==> src/rtl/core/sdbp_pkg.sv <==
// ----------------------------------------------------------------------------
// sdbp_pkg
// shared types and codes for the step/dir backlash positioner
// ----------------------------------------------------------------------------
package sdbp_pkg;

    typedef enum logic [1:0] {
        REQ_TICK       = 2'd0,
        REQ_SET_TARGET = 2'd1,
        REQ_RESET_POS  = 2'd2,
        REQ_SET_INSTR  = 2'd3
    } req_t;

    typedef enum logic [1:0] {
        DIR_IDLE = 2'd0,
        DIR_FWD  = 2'd1,
        DIR_REV  = 2'd2
    } dir_t;

    localparam int unsigned CFG_INDEX_W = 3;
    localparam int unsigned CFG_DATA_W  = 16;

    localparam logic [CFG_INDEX_W-1:0] CFG_BACKLASH    = 3'd0;
    localparam logic [CFG_INDEX_W-1:0] CFG_SYNC_EN     = 3'd1;
    localparam logic [CFG_INDEX_W-1:0] CFG_DIR_INVERT  = 3'd2;
    localparam logic [CFG_INDEX_W-1:0] CFG_STEP_HIGH   = 3'd3;
    localparam logic [CFG_INDEX_W-1:0] CFG_SQUARE      = 3'd4;

    typedef struct packed {
        logic [15:0] backlash_amount;
        logic        sync_enable;
        logic        dir_invert;
        logic        step_active_high;
        logic        square_wave;
    } cfg_t;

    typedef struct packed {
        logic [31:0] motor_count;
        logic [31:0] target_count;
        logic [31:0] index_offset;
        logic [15:0] slack_count;
        logic        slack_flag;
        dir_t        move_dir;
        logic        step_phase;
        logic        dir_pin_state;
        logic        step_asserted;
    } axis_state_t;

    typedef struct packed {
        logic               step_level;
        logic               dir_level;
        logic        [1:0]  motion_dir;
        logic               taking_backlash;
        logic signed [31:0] motor_position;
        logic signed [31:0] instrument_position;
        logic signed [31:0] distance_to_target;
    } result_t;

endpackage

==> src/rtl/core/sdbp_axis_update.sv <==
// ----------------------------------------------------------------------------
// sdbp_axis_update
// next axis state and result word for one request
// ----------------------------------------------------------------------------
module sdbp_axis_update (
    input  sdbp_pkg::axis_state_t state,
    input  sdbp_pkg::cfg_t        cfg,
    input  sdbp_pkg::req_t        req,
    input  logic [31:0]           val,
    input  logic [1:0]            sd,
    output sdbp_pkg::axis_state_t state_next,
    output sdbp_pkg::result_t     result
);
    import sdbp_pkg::*;

    logic [31:0] sync_add;
    logic [31:0] tgt_sync;
    dir_t        dec_dir;
    logic        dec_pin;
    dir_t        step_dir;
    logic        step_phase_tick;
    logic [31:0] mot_step;
    logic [15:0] slack_step;
    logic        flag_step;

    // tracking step, pattern 10 taken as minus two
    assign sync_add = {{30{sd[1]}}, sd};
    assign tgt_sync = (cfg.sync_enable && !state.slack_flag) ?
                      state.target_count + sync_add : state.target_count;

    always_comb
    begin
        dec_dir = DIR_IDLE;
        dec_pin = state.dir_pin_state;
        if ($signed(tgt_sync) < $signed(state.motor_count))
        begin
            dec_dir = DIR_REV;
            dec_pin = 1'b1;
        end
        else if (($signed(state.motor_count) < $signed(tgt_sync)) || state.slack_flag)
        begin
            dec_dir = DIR_FWD;
            dec_pin = 1'b0;
        end
    end

    assign step_phase_tick = cfg.square_wave && state.step_phase;
    assign step_dir        = step_phase_tick ? state.move_dir : dec_dir;

    // slack is filled or drained before the motor count moves
    always_comb
    begin
        mot_step   = state.motor_count;
        slack_step = state.slack_count;
        flag_step  = state.slack_flag;
        case (step_dir)
            DIR_FWD:
            begin
                if (state.slack_count < cfg.backlash_amount)
                begin
                    flag_step  = 1'b1;
                    slack_step = state.slack_count + 16'd1;
                end
                else
                begin
                    flag_step = 1'b0;
                    mot_step  = state.motor_count + 32'd1;
                end
            end
            DIR_REV:
            begin
                if (state.slack_count != 16'd0)
                begin
                    flag_step  = 1'b1;
                    slack_step = state.slack_count - 16'd1;
                end
                else
                begin
                    flag_step = 1'b0;
                    mot_step  = state.motor_count - 32'd1;
                end
            end
            default:
            begin
                mot_step = state.motor_count;
            end
        endcase
    end

    always_comb
    begin
        state_next = state;
        case (req)
            REQ_TICK:
            begin
                if (step_phase_tick)
                begin
                    state_next.step_phase  = 1'b0;
                    state_next.motor_count = mot_step;
                    state_next.slack_count = slack_step;
                    state_next.slack_flag  = flag_step;
                    if (step_dir != DIR_IDLE)
                    begin
                        state_next.step_asserted = 1'b1;
                    end
                end
                else if (cfg.square_wave)
                begin
                    state_next.step_phase    = 1'b1;
                    state_next.target_count  = tgt_sync;
                    state_next.move_dir      = dec_dir;
                    state_next.dir_pin_state = dec_pin;
                    state_next.step_asserted = 1'b0;
                end
                else
                begin
                    state_next.target_count  = tgt_sync;
                    state_next.move_dir      = dec_dir;
                    state_next.dir_pin_state = dec_pin;
                    state_next.motor_count   = mot_step;
                    state_next.slack_count   = slack_step;
                    state_next.slack_flag    = flag_step;
                    state_next.step_asserted = (dec_dir != DIR_IDLE);
                end
            end
            REQ_SET_TARGET:
            begin
                state_next.target_count = val - state.index_offset;
            end
            REQ_RESET_POS:
            begin
                state_next.index_offset = 32'd0;
                state_next.motor_count  = val;
                state_next.target_count = val;
                state_next.slack_count  = 16'd0;
            end
            default:
            begin
                state_next.index_offset = val - state.motor_count;
            end
        endcase
    end

    always_comb
    begin
        result.step_level          = state_next.step_asserted ~^ cfg.step_active_high;
        result.dir_level           = state_next.dir_pin_state ^ cfg.dir_invert;
        result.motion_dir          = state_next.move_dir;
        result.taking_backlash     = state_next.slack_flag;
        result.motor_position      = $signed(state_next.motor_count
                                     + {16'd0, state_next.slack_count});
        result.instrument_position = $signed(state_next.motor_count
                                     + state_next.index_offset);
        result.distance_to_target  = $signed(state_next.target_count
                                     - state_next.motor_count);
    end

endmodule

==> src/rtl/core/sdbp_out_fifo.sv <==
// ----------------------------------------------------------------------------
// sdbp_out_fifo
// two-word result buffer between the update stage and the output channel
// ----------------------------------------------------------------------------
module sdbp_out_fifo (
    input  logic                clk,
    input  logic                rst_n,
    input  logic                wr_en,
    input  sdbp_pkg::result_t   wr_data,
    input  logic                rd_ready,
    output logic                rd_valid,
    output sdbp_pkg::result_t   rd_data,
    output logic [1:0]          count
);
    import sdbp_pkg::*;

    result_t    entry_reg [2];
    logic       head_reg;
    logic       head_next;
    logic       tail_reg;
    logic       tail_next;
    logic [1:0] count_reg;
    logic [1:0] count_next;
    logic       pop;

    assign rd_valid = (count_reg != 2'd0);
    assign rd_data  = entry_reg[head_reg];
    assign count    = count_reg;
    assign pop      = rd_valid && rd_ready;

    always_comb
    begin
        head_next  = pop ? ~head_reg : head_reg;
        tail_next  = wr_en ? ~tail_reg : tail_reg;
        count_next = count_reg + {1'b0, wr_en} - {1'b0, pop};
    end

    always_ff @(posedge clk)
    begin
        if (wr_en)
        begin
            entry_reg[tail_reg] <= wr_data;
        end
    end

    always_ff @(posedge clk or negedge rst_n)
    begin
        if (!rst_n)
        begin
            head_reg  <= 1'b0;
            tail_reg  <= 1'b0;
            count_reg <= 2'd0;
        end
        else
        begin
            head_reg  <= head_next;
            tail_reg  <= tail_next;
            count_reg <= count_next;
        end
    end

endmodule

==> src/rtl/core/step_dir_backlash_positioner_core.sv <==
// ----------------------------------------------------------------------------
// step_dir_backlash_positioner_core
// step/direction generator for one stepper axis with backlash take-up
// ----------------------------------------------------------------------------
// Requests arrive on the in channel (req_type, value, sync_dir); each one
// yields exactly one result word on the out channel carrying the pin levels,
// motion direction, backlash flag and the three position readbacks.
// Configuration registers are written on the cfg channel (cfg_index,
// cfg_data), which is always ready; write only while the block is idle.
// A request is captured in an input register, the axis update runs in the
// next cycle and writes the result into a two-word output buffer; out_valid
// comes from that buffer, so a result passes the input register and the
// buffer before the earliest out accept.
// Throughput is one request per cycle, set by the combinational axis update,
// while the receiver keeps up; when it stalls the buffer absorbs up to two
// words in flight, and in_ready drops once the input register and buffer
// together hold two and no word leaves in that cycle.
// Reset clears positions, target, offset and slack, selects the clear phase,
// the idle direction, a forward direction pin and a deasserted step pin,
// restores register defaults (step pin active high) and empties the buffer.
// ----------------------------------------------------------------------------
module step_dir_backlash_positioner_core (
    input  logic                                 clk,
    input  logic                                 rst_n,
    input  logic                                 in_valid,
    output logic                                 in_ready,
    input  logic [1:0]                           req_type,
    input  logic signed [31:0]                   value,
    input  logic signed [1:0]                    sync_dir,
    output logic                                 out_valid,
    input  logic                                 out_ready,
    output logic                                 step_level,
    output logic                                 dir_level,
    output logic [1:0]                           motion_dir,
    output logic                                 taking_backlash,
    output logic signed [31:0]                   motor_position,
    output logic signed [31:0]                   instrument_position,
    output logic signed [31:0]                   distance_to_target,
    input  logic                                 cfg_valid,
    output logic                                 cfg_ready,
    input  logic [sdbp_pkg::CFG_INDEX_W-1:0]     cfg_index,
    input  logic [sdbp_pkg::CFG_DATA_W-1:0]      cfg_data
);
    import sdbp_pkg::*;

    cfg_t        cfg_reg;
    cfg_t        cfg_next;
    axis_state_t state_reg;
    axis_state_t state_next;
    result_t     upd_result;
    result_t     head_word;

    logic        s1_valid_reg;
    req_t        s1_req_reg;
    logic [31:0] s1_val_reg;
    logic [1:0]  s1_sd_reg;

    logic [1:0]  fifo_count;
    logic [2:0]  occupancy;
    logic        pop;
    logic        in_accept;

    assign cfg_ready = 1'b1;

    always_comb
    begin
        cfg_next = cfg_reg;
        if (cfg_valid)
        begin
            case (cfg_index)
                CFG_BACKLASH:    cfg_next.backlash_amount  = cfg_data;
                CFG_SYNC_EN:     cfg_next.sync_enable      = cfg_data[0];
                CFG_DIR_INVERT:  cfg_next.dir_invert       = cfg_data[0];
                CFG_STEP_HIGH:   cfg_next.step_active_high = cfg_data[0];
                CFG_SQUARE:      cfg_next.square_wave      = cfg_data[0];
                default:         cfg_next = cfg_reg;
            endcase
        end
    end

    assign occupancy = {1'b0, fifo_count} + {2'b00, s1_valid_reg};
    assign pop       = out_valid && out_ready;
    assign in_ready  = (occupancy < 3'd2) || ((occupancy == 3'd2) && pop);
    assign in_accept = in_valid && in_ready;

    sdbp_axis_update u_update (
        .state      (state_reg),
        .cfg        (cfg_reg),
        .req        (s1_req_reg),
        .val        (s1_val_reg),
        .sd         (s1_sd_reg),
        .state_next (state_next),
        .result     (upd_result)
    );

    sdbp_out_fifo u_out_fifo (
        .clk      (clk),
        .rst_n    (rst_n),
        .wr_en    (s1_valid_reg),
        .wr_data  (upd_result),
        .rd_ready (out_ready),
        .rd_valid (out_valid),
        .rd_data  (head_word),
        .count    (fifo_count)
    );

    assign step_level          = head_word.step_level;
    assign dir_level           = head_word.dir_level;
    assign motion_dir          = head_word.motion_dir;
    assign taking_backlash     = head_word.taking_backlash;
    assign motor_position      = head_word.motor_position;
    assign instrument_position = head_word.instrument_position;
    assign distance_to_target  = head_word.distance_to_target;

    // input payload register
    always_ff @(posedge clk)
    begin
        if (in_accept)
        begin
            s1_req_reg <= req_t'(req_type);
            s1_val_reg <= value;
            s1_sd_reg  <= sync_dir;
        end
    end

    always_ff @(posedge clk or negedge rst_n)
    begin
        if (!rst_n)
        begin
            s1_valid_reg <= 1'b0;
            cfg_reg      <= '{backlash_amount: 16'd0, sync_enable: 1'b0,
                              dir_invert: 1'b0, step_active_high: 1'b1,
                              square_wave: 1'b0};
            state_reg    <= '{motor_count: 32'd0, target_count: 32'd0,
                              index_offset: 32'd0, slack_count: 16'd0,
                              slack_flag: 1'b0, move_dir: DIR_IDLE,
                              step_phase: 1'b0, dir_pin_state: 1'b0,
                              step_asserted: 1'b0};
        end
        else
        begin
            s1_valid_reg <= in_accept;
            cfg_reg      <= cfg_next;
            if (s1_valid_reg)
            begin
                state_reg <= state_next;
            end
        end
    end

    // words in flight never exceed the buffer depth
    assert property (@(posedge clk) disable iff (!rst_n) occupancy <= 3'd2)
        else $error("result buffer overrun");

    // a full pipe with no pop must stall the input
    assert property (@(posedge clk) disable iff (!rst_n)
        (occupancy == 3'd2) && !pop |-> !in_ready)
        else $error("input accepted with no room");

    // non-tick requests leave the step pin and phase alone
    assert property (@(posedge clk) disable iff (!rst_n)
        s1_valid_reg && (s1_req_reg != REQ_TICK) |=>
        (state_reg.step_asserted == $past(state_reg.step_asserted)) &&
        (state_reg.step_phase == $past(state_reg.step_phase)))
        else $error("non-tick request changed step pin");

    // pulse mode never toggles the phase
    assert property (@(posedge clk) disable iff (!rst_n)
        s1_valid_reg && !cfg_reg.square_wave |=>
        (state_reg.step_phase == $past(state_reg.step_phase)))
        else $error("phase moved in pulse mode");

    // every processed request lands in the buffer
    assert property (@(posedge clk) disable iff (!rst_n)
        s1_valid_reg && !pop |=> fifo_count == $past(fifo_count) + 2'd1)
        else $error("result word lost");

endmodule

==> config.mk <==
export PLATFORM = sky130hd
export DESIGN_NAME = step_dir_backlash_positioner_core
export DESIGN_NICKNAME = d
export VERILOG_FILES = /design/src/rtl/core/sdbp_pkg.sv /design/src/rtl/core/sdbp_axis_update.sv /design/src/rtl/core/sdbp_out_fifo.sv /design/src/rtl/core/step_dir_backlash_positioner_core.sv
export SDC_FILE = /design/constraint.sdc
export NUM_CORES = 1
export LEC_CHECK = 0
export CORE_ASPECT_RATIO = 1.5
export CORE_MARGIN = 1.5
export CORE_UTILIZATION = 35
export DETAILED_ROUTE_END_ITERATION = 12
export DONT_BUFFER_PORTS = 1
export MAX_ROUTING_LAYER = met4
export PLACE_DENSITY = 0.45
export SYNTH_ARGS = -nofsm -noshare
export SYNTH_HDL_FRONTEND = slang
export SYNTH_SLANG_ARGS = --single-unit
==> constraint.sdc <==
create_clock -name clk -period 19.2 [get_ports clk]
set_clock_uncertainty 0.15 [all_clocks]
set_input_delay 0 -clock clk [delete_from_list [all_inputs] [get_ports clk]]
set_output_delay 0 -clock clk [all_outputs]
set_load 0.01 [all_outputs]
==> results.py, run 1 <==
metrics = {
    "placed_design": {
        "numPortBuffers": 0,
        "dpl_worst_slack_ns": 6.456,
        "gp_congestion": 0.9467,
        "dpl.cell_count": 4044,
        "place_area_sq_um": 29790,
        "post-dp-hpwl_um": 81020,
    },
    "floorplan": {
        "rows": 128,
        "initial_core_util": 0.3528,
        "fp.dieW_um": 236.6,
        "core_sq_um": 81200,
        "io_pins": 164,
        "die-area_sq_um": 83610,
        "die_h_um": 353.4,
    },
    "setup_path": {
        "critPathSlowestCell": "o21ai_0",
        "r2r_cells": 43,
        "rrSetupSlack_ns": 6.55,
        "critPathKind": "flip-flop to flip-flop",
        "critPathRequiredTime_ns": 19.39,
        "critPathMaxFanout": 32,
        "worstPathArrival_ns": 12.84,
        "cp-start-kind": "flip-flop",
        "worstReg2RegStart": "s1_sd_reg[1]",
        "crit_top_cell": "o21ai_0",
        "critPathCaptureType": "flip-flop",
        "cpPeakStageDelay_ns": 0.78,
        "r2r_end": "u_out_fifo.entry_reg[0][31]",
    },
    "clocking": {
        "cts_tree": "built",
        "cts_max_path_buffers": 3,
        "clk_pin_slew_ns": 0.06,
        "cts_max_level": 2,
        "cts_made_buffers": 44,
        "clkSinkCount": 381,
        "cts_resized": 0,
        "worstSkewPairLatency_ns": 0.60,
        "cts-root-buf": "clkbuf_16",
        "holdBufCountCts": 129,
        "postCtsSetupBuffers": 0,
    },
    "timing": {
        "maxSlewHeadroom": 0.2453,
        "rsz0062_at_grt": "false",
        "setup_violations": 0,
        "fin_ws_ns": 6.549,
        "clock.fmax_mhz": 79.04,
        "hold_viol_final": 0,
        "post-route-period-util": 0.6589,
        "worst_pin_slew_ns": 1.128,
        "min_period_ns": 12.65,
        "setup-tns-final_ns": 0,
        "final-max-slew-violation-count": 0,
    },
    "synthesis": {
        "yosys.area_share.simple": 0.1451,
        "synth_top_area_frac": 0.2495,
        "synth_edf_count": 238,
        "synth_top_cells_by_area": "edfxtp_1, dfrtp_1, ha_1",
        "synth_top_family_by_area": "compound AO/OA/AOI/OAI gates",
        "synth-async-reset-ratio": 0.3753,
        "synth_xor_area_frac": 0.06481,
        "synth_largest_area_cell": "edfxtp_1",
        "synth.area.mux_share": 0.06778,
        "syn_nets": 3393,
        "yosys_warnings": 0,
        "synth-seq-area-share": 0.3744,
        "yosys.area_share.adder": 0.1046,
        "synth-compound-area-share": 0.2002,
        "synth_cells": 3097,
        "synth_cell_types": 95,
        "ys.flop_type": "edfxtp_1",
        "syn_area_sq_um": 28650,
        "ys_seq_elements": 381,
        "syn_area_per_cell_sq_um": 9.250,
    },
    "grt": {
        "grt_use_total": 0.2619,
        "grt_max_degree": 144,
        "overflow": 0,
        "grt_pass1_wl_um": 159200,
        "grt_pass1_vias": 24450,
        "antenna_found_initial": 0,
    },
    "layout": {
        "final_area_sq_um": 32540,
        "drive_gt1_frac": 0.09956,
        "area_growth_pct": 13.58,
        "diodes": 0,
        "n_fill_cell": 8053,
        "layout.cells.non_filler": 4254,
        "largest_reg_flops": 202,
        "nNetsFinal": 3475,
    },
    "drt": {
        "routed-via-count": 24550,
        "viasPerCell": 5.771,
        "drt_iter0_markers": 1633,
        "ant_nets": 0,
        "first_pass_iters": 6,
        "routed_wl_um": 107600,
        "wl_per_cell_um": 25.30,
        "route.detailed.drc": 0,
    },
    "run_status": {
        "status": "completed",
    },
    "min_path": {
        "hp-class": "input port to async pin",
    },
    "flow_run": {
        "drv_cap": 0,
    },
}
==> how the worst max path moves through the flow <==
stage | start | to | slack, ns
6_report | s1_sd_reg[1] | u_out_fifo.entry_reg[0][31] | 6.55
5_1_grt | s1_sd_reg[1] | u_out_fifo.entry_reg[0][31] | 5.82
4_1_cts | s1_sd_reg[1] | u_out_fifo.entry_reg[0][31] | 6.38
3_5_place_dp | s1_sd_reg[1] | u_out_fifo.entry_reg[0][31] | 6.46
3_3_place_gp | s1_sd_reg[1] | u_out_fifo.entry_reg[0][94] | 5.84
2_1_floorplan | s1_sd_reg[1] | u_out_fifo.entry_reg[0][95] | 9.12
==> final cells by class <==
class	count	area (sq um)	area share
Tap cell	1040	1301	0.03999
Timing Repair Buffer	174	1659	0.05099
Clock buffer	54	1200	0.03687
Multi-Input combinational cell	2399	16730	0.5142
Inverter	179	671.9	0.02065
Clock inverter	27	240.2	0.007383
Sequential cell	381	10730	0.3299
==> logic make-up (layout without fill, tap and decap cells) <==
logic type / Yosys count / in the layout
other: 1 / 1
flip-flops: 381 / 381
AO/OA/AOI/OAI: 917 / 917
buffers and inverters: 317 / 434
multiplexers: 164 / 164
XOR/XNOR: 212 / 212
adder cells (fa/ha/maj): 236 / 236
AND/OR/NAND/NOR: 869 / 869
==> worst max-delay path, delay by kind of cell, from the launching register on <==
family          cells  cell delay (ns)
compound gates     21             6.39
xor+xnor            3             0.83
fa+ha+maj           4             1.41
buf+inv             3             0.88
flops               1             0.36
mux                 1             0.42
simple gates       11             1.83
==> metal layers <==
layer,global-route usage,share of wire
met5,-,0
met4,0.1172,0.049
met3,0.02822,0.043
met2,0.4262,0.47
met1,0.3274,0.44
==> stage by stage <==
step,util,hold slack (ns)
finish,0.4007,0.03956
floorplan,-,-0.4456
global route,0.4007,0.07289
global placement,0.3668,-0.4341
CTS,0.4007,0.02526
detailed placement,0.3669,-0.4344
==> cell usage after synthesis (all sizes together), types with 7 or more instances <==
| library cell | number |
|---|---|
| nand2 | 276 |
| o21ai | 273 |
| edfxtp | 238 |
| nor2 | 236 |
| a21oi | 233 |
| ha | 230 |
| inv | 177 |
| xnor2 | 154 |
| dfrtp | 142 |
| mux2 | 140 |
| clkbuf | 110 |
| a21o | 90 |
| nand3 | 65 |
| nor3 | 60 |
| xor2 | 58 |
| o22ai | 43 |
| o21a | 39 |
| nand4 | 38 |
| nor4 | 32 |
| nor2b | 30 |
| o21bai | 30 |
| nand2b | 29 |
| buf | 28 |
| a31oi | 22 |
| or3 | 21 |
| a211oi | 20 |
| and3 | 19 |
| o211ai | 19 |
| a221oi | 15 |
| mux2i | 14 |
| a22oi | 13 |
| o31ai | 13 |
| or4 | 13 |
| and2 | 12 |
| a21boi | 11 |
| o221ai | 11 |
| mux4 | 10 |
| or2 | 10 |
| and4 | 9 |
| o31a | 7 |
| o32ai | 7 |
==> layout by cell type (no fill, tap or decap), drive strengths merged, types with 21 or more instances in the layout <==
master	n
nand2	276
o21ai	273
edfxtp	238
nor2	236
a21oi	233
ha	230
inv	184
xnor2	154
dfrtp	142
mux2	140
dlygate4sd3	128
a21o	90
nand3	65
nor3	60
xor2	58
clkbuf	54
buf	46
o22ai	43
o21a	39
nand4	38
nor4	32
nor2b	30
o21bai	30
nand2b	29
a31oi	22
or3	21
Power of run 1 is not shown: default switching activity piles up to over one toggle a cycle in this logic, so the estimate is an artifact.
==> inputs of run 2 (changes only) <==
- clock period: 19.2 -> 12.1 ns (I/O delays scaled with it)
==> run 2 against run 1 <==
  * The flow now finishes with violations (negative hold slack)
  * Register-to-register slack lost 5.8 ns
  * Sequential share of layout area shrank 0.28 points
  * Count of clock-buffer cells in the layout shrank 3
  * Non-clock buffer count grew 15
  * Core utilization grew 0.34 points
  * Critical endpoint is now u_out_fifo.entry_reg[1][31]
  * Largest cell class unchanged
  * Highest routed layer unchanged
==> results.py, run 2 (synthesis results as in run 1) <==
metrics = {
    "run_status": {
        "status": "finished, violations left",
        "violations": "negative hold slack",
    },
    "setup_path": {
        "critPathRequiredTime_ns": 12.27,
        "cp-start-kind": "flip-flop",
        "worstPathArrival_ns": 11.49,
        "crit_top_cell": "o21ai_0",
        "critPathSlowestCell": "o41ai_4",
        "critPathMaxFanout": 10,
        "critPathCaptureType": "flip-flop",
        "critPathKind": "flip-flop to flip-flop",
        "cpPeakStageDelay_ns": 0.48,
    },
    "layout": {
        "layout_commonest_cell": "nand2_1",
        "layout_common_cells": "nand2_1, o21ai_0, edfxtp_1",
        "n_fill_cell": 8013,
        "nNetsFinal": 3490,
        "area_growth_pct": 14.54,
        "largest_reg_flops": 202,
        "drive_gt1_frac": 0.1056,
    },
    "grt": {
        "overflow": 0,
        "grt_use_total": 0.2643,
        "grt_pass1_vias": 24550,
        "grt_max_degree": 144,
        "antenna_found_initial": 4,
        "grt_pass1_wl_um": 160100,
    },
    "clocking": {
        "worstSkewPairLatency_ns": 0.62,
        "cts_tree": "built",
        "cts-root-buf": "clkbuf_16",
        "cts_max_path_buffers": 3,
        "cts_made_buffers": 44,
        "clk_pin_slew_ns": 0.07,
        "cts_max_level": 2,
        "clkSinkCount": 381,
    },
    "timing": {
        "worst_pin_slew_ns": 1.077,
        "hold_viol_final": 18,
        "final-max-slew-violation-count": 0,
        "min_period_ns": 11.32,
        "fin_ws_ns": 0.7773,
        "rsz0062_at_grt": "false",
        "setup_violations": 0,
        "hold-worst-slack_ns": -0.02279,
        "post-route-period-util": 0.9358,
        "maxSlewHeadroom": 0.2821,
        "clock.fmax_mhz": 88.32,
    },
    "drt": {
        "routed-via-count": 24770,
        "drt_iter0_markers": 1678,
        "routed_wl_um": 109000,
        "first_pass_iters": 6,
        "viasPerCell": 5.795,
        "route.detailed.drc": 0,
        "ant_nets": 0,
        "wl_per_cell_um": 25.51,
    },
    "floorplan": {
        "io_pins": 164,
        "fp.dieW_um": 236.6,
        "rows": 128,
        "die_h_um": 353.4,
        "die-area_sq_um": 83610,
        "initial_core_util": 0.3528,
        "core_sq_um": 81200,
    },
    "placed_design": {
        "post-dp-hpwl_um": 82130,
        "dpl_worst_slack_ns": -0.1488,
        "gp_congestion": 0.9558,
        "numPortBuffers": 0,
    },
    "flow_run": {
        "drv_cap": 0,
    },
    "min_path": {
        "hp-class": "input port to async pin",
    },
}
run 2: cell types whose count changed in the layout (fill, tap and decap cells not counted), moves of 3 or more:
cell / before / now
buf_4: 44 / 58
bufinv_16: 2 / 7
o21ai_1: 3 / 6
o21ai_0: 269 / 265
clkbuf_8: 4 / 1
clkinv_4: 4 / 1
diode_2: 0 / 4
clkinv_2: 4 / 10
run 2: stage by stage:
stage | util | std cells | hold WS, ns | instance area, sq um | setup TNS, ns
CTS | 0.4033 | 4268 | 0.001347 | 32750 | 0
finish | 0.4041 | 4274 | -0.02279 | 32820 | 0
floorplan | - | 3097 | -0.4456 | 28650 | 0
detailed placement | 0.3681 | 4057 | -0.4387 | 29890 | -0.4820
global placement | 0.3681 | 4057 | -0.4343 | 29890 | -0.6839
global route | 0.4041 | 4274 | 0.01139 | 32820 | 0
run 2: worst paths after layout:
path | startpoint | to | slack (ns) | depth (start not counted)
setup / recovery | s1_sd_reg[1] | u_out_fifo.entry_reg[1][31] | 0.78 | 44
max in group asynchronous | rst_n | u_out_fifo.head_reg | 10.97 | 2
min in group clk | cfg_valid | cfg_reg[1] | 0.03 | 3
hold reg to reg | state_reg[49] | state_reg[49] | 0.34 | 2
hold / removal | rst_n | state_reg[28] | -0.02 | 2
setup reg to reg | s1_sd_reg[1] | u_out_fifo.entry_reg[1][31] | 0.78 | 44
run 2: timing repair:
action	4_1_cts	5_1_grt
setup endpoints to repair	10	36
buffers inserted	0	2
hold buffers	129	0
hold endpoints to repair	239	0
gates resized for setup	1	10
run 2: critical path, delay by kind of cell (launching register included):
family | cells | cell delay [ns]
AO/OA/AOI/OAI | 20 | 5.02
AND/OR/NAND/NOR | 11 | 2.11
adder cells (fa/ha/maj) | 4 | 1.44
buffers and inverters | 5 | 0.87
XOR/XNOR | 3 | 0.58
multiplexers | 1 | 0.46
flip-flops | 1 | 0.38
run 2: routing by layer:
| metal | part of all wire | vias to the layer above | GRT usage |
|---|---|---|---|
| met2 | 0.47 | 755 | 0.4319 |
| li1 | - | 11590 | - |
| met4 | 0.055 | 0 | 0.1294 |
| met1 | 0.42 | 12220 | 0.3213 |
| met3 | 0.048 | 198 | 0.03400 |
| met5 | 0 | - | - |
run 2: cell type report:
cell class	count	area, sq um	area share
clock buffers	51	1159	0.03531
diodes	4	10.01	0.0003050
repair buffers	189	1784	0.05437
inverters	179	671.9	0.02048
well taps	1040	1301	0.03965
multi-input cells	2399	16770	0.5112
flip-flops and latches	381	10730	0.3271
clock inverters	31	381.6	0.01163
Power of run 2 is left out for the same reason.
==> inputs of run 3 (changes only) <==
- BUFFER_PORTS_ARGS: unset -> -buffer_cell sky130_fd_sc_hd__buf_2
- DONT_BUFFER_PORTS: 1 -> unset
- PLACE_DENSITY: 0.45 -> 0.47
==> run 3 against run 2 <==
  * The flow now finishes without violations
  * Cell count up 4.4%
  * Register-to-register slack worse by 0.05 ns
  * First-iteration DRC count down 0.36%
  * Count of clock-buffer cells in the layout up 5
  * Critical endpoint is now u_out_fifo.entry_reg[0][63]
  * Largest cell class unchanged
==> results.py, run 3 (synthesis results as in run 1) <==
metrics = {
    "grt": {
        "grt_pass1_vias": 25480,
        "antenna_found_initial": 2,
        "grt_max_degree": 104,
        "overflow": 0,
        "grt_pass1_wl_um": 163800,
        "grt_use_total": 0.2690,
    },
    "min_path": {
        "min_to": "s1_valid_reg",
        "whs_path_depth": 2,
        "hp-class": "input port to flip-flop",
        "hp-start": "in_valid",
    },
    "timing": {
        "final-max-slew-violation-count": 0,
        "maxSlewHeadroom": 0.3024,
        "setup_violations": 0,
        "worst_pin_slew_ns": 1.046,
        "hold_viol_final": 0,
        "fin_ws_ns": 0.7298,
        "rsz0062_at_grt": "false",
        "post-route-period-util": 0.9397,
        "hold-worst-slack_ns": 0.08505,
        "setup-tns-final_ns": 0,
        "min_period_ns": 11.37,
        "clock.fmax_mhz": 87.95,
    },
    "setup_path": {
        "worstPathArrival_ns": 11.54,
        "critPathRequiredTime_ns": 12.27,
        "critPathSlowestCell": "edfxtp_1",
        "cp_top_family": "compound AO/OA/AOI/OAI gates",
        "worstReg2RegStart": "s1_sd_reg[1]",
        "critPathKind": "flip-flop to flip-flop",
        "r2r_cells": 43,
        "cp-start-kind": "flip-flop",
        "r2r_end": "u_out_fifo.entry_reg[0][63]",
        "critPathMaxFanout": 21,
        "rrSetupSlack_ns": 0.73,
        "critPathCaptureType": "flip-flop",
        "crit_top_cell": "o21ai_0",
        "cpPeakStageDelay_ns": 0.52,
        "worst-path-buf-inv": 4,
    },
    "clocking": {
        "clkSinkCount": 381,
        "cts_max_path_buffers": 3,
        "cts-root-buf": "clkbuf_16",
        "cts_made_buffers": 43,
        "cts_tree": "built",
        "cts_max_level": 2,
        "worstSkewPairLatency_ns": 0.61,
        "clk_pin_slew_ns": 0.06,
    },
    "floorplan": {
        "die-area_sq_um": 83610,
        "initial_core_util": 0.3528,
        "core_sq_um": 81200,
        "io_pins": 164,
        "die_h_um": 353.4,
        "rows": 128,
        "fp.dieW_um": 236.6,
    },
    "placed_design": {
        "gp_congestion": 0.9355,
        "dpl_worst_slack_ns": 0.6418,
        "numPortBuffers": 162,
        "post-dp-hpwl_um": 84290,
    },
    "drt": {
        "first_pass_iters": 5,
        "viasPerCell": 5.712,
        "route.detailed.drc": 0,
        "routed_wl_um": 110600,
        "ant_nets": 0,
        "drt_iter0_markers": 1672,
        "routed-via-count": 25490,
        "wl_per_cell_um": 24.78,
    },
    "run_status": {
        "status": "completed",
    },
    "layout": {
        "layout_common_cells": "nand2_1, o21ai_0, edfxtp_1",
        "regArea_sq_um": 10730,
        "drive_gt1_frac": 0.1496,
        "multi_input_area_sq_um": 16740,
        "largest_reg_flops": 202,
        "n_fill_cell": 8061,
        "nNetsFinal": 3685,
        "layout_commonest_cell": "nand2_1",
        "area_growth_pct": 17.67,
    },
    "flow_run": {
        "drv_cap": 0,
    },
}
-- run 3: worst reg2reg max path: cells and delay by family (launching register included) --
kind / cells / cell delay, ns
AOI/OAI and AO/OA: 20 / 4.90
xor gates and xnor gates: 4 / 0.79
adders and majority gates: 4 / 1.40
buffers and inverters: 4 / 0.94
DFF: 1 / 0.52
muxes: 2 / 0.74
and+or+nand+nor: 9 / 1.66
-- run 3: final cells by class --
type | count | share of cell area
multi-input combinational | 2399 | 0.4964
clock inverter | 22 | 0.007645
tap | 1040 | 0.03860
sequential | 381 | 0.3184
antenna | 1 | 0.00007423
timing repair buffer | 385 | 0.08525
inverter | 179 | 0.01993
clock buffer | 56 | 0.03366
-- run 3: layer usage --
| metal | wire (um) | GRT usage | share of wire | vias up |
|---|---|---|---|---|
| met5 | 0 | - | 0 | - |
| met4 | 4795 | 0.1051 | 0.043 | 0 |
| met3 | 4420 | 0.02392 | 0.040 | 190 |
| met2 | 53500 | 0.4525 | 0.48 | 778 |
| met1 | 47900 | 0.3330 | 0.43 | 12540 |
| li1 | - | - | - | 11980 |
-- run 3: worst max path at each step --
stage | from | end | slack, ns | depth (start not counted)
4_1_cts | s1_sd_reg[1] | u_out_fifo.entry_reg[0][31] | 0.57 | 42
5_1_grt | s1_sd_reg[1] | u_out_fifo.entry_reg[0][63] | 0.1 | 43
2_1_floorplan | s1_sd_reg[1] | u_out_fifo.entry_reg[0][95] | 2.02 | 42
6_report | s1_sd_reg[1] | u_out_fifo.entry_reg[0][63] | 0.73 | 43
3_3_place_gp | s1_sd_reg[1] | u_out_fifo.entry_reg[0][63] | 0.82 | 42
3_5_place_dp | s1_sd_reg[1] | u_out_fifo.entry_reg[1][31] | 0.64 | 42
-- run 3: timing repair --
action,4_1_cts,5_1_grt
hold buffers,141,0
buffers inserted,0,2
setup endpoints to repair,0,4
resized for setup,0,3
hold endpoints to repair,202,0
-- run 3: metrics by stage --
stage                     cells  cell area (sq um)  utilization
after detailed placement   4241              30860       0.3801
after global placement     4241              30860       0.3801
after global routing       4462              33710       0.4152
final                      4463              33710       0.4152
after floorplan            3097              28650            -
after CTS                  4460              33680       0.4148
Power of run 3 is left out for the same reason.
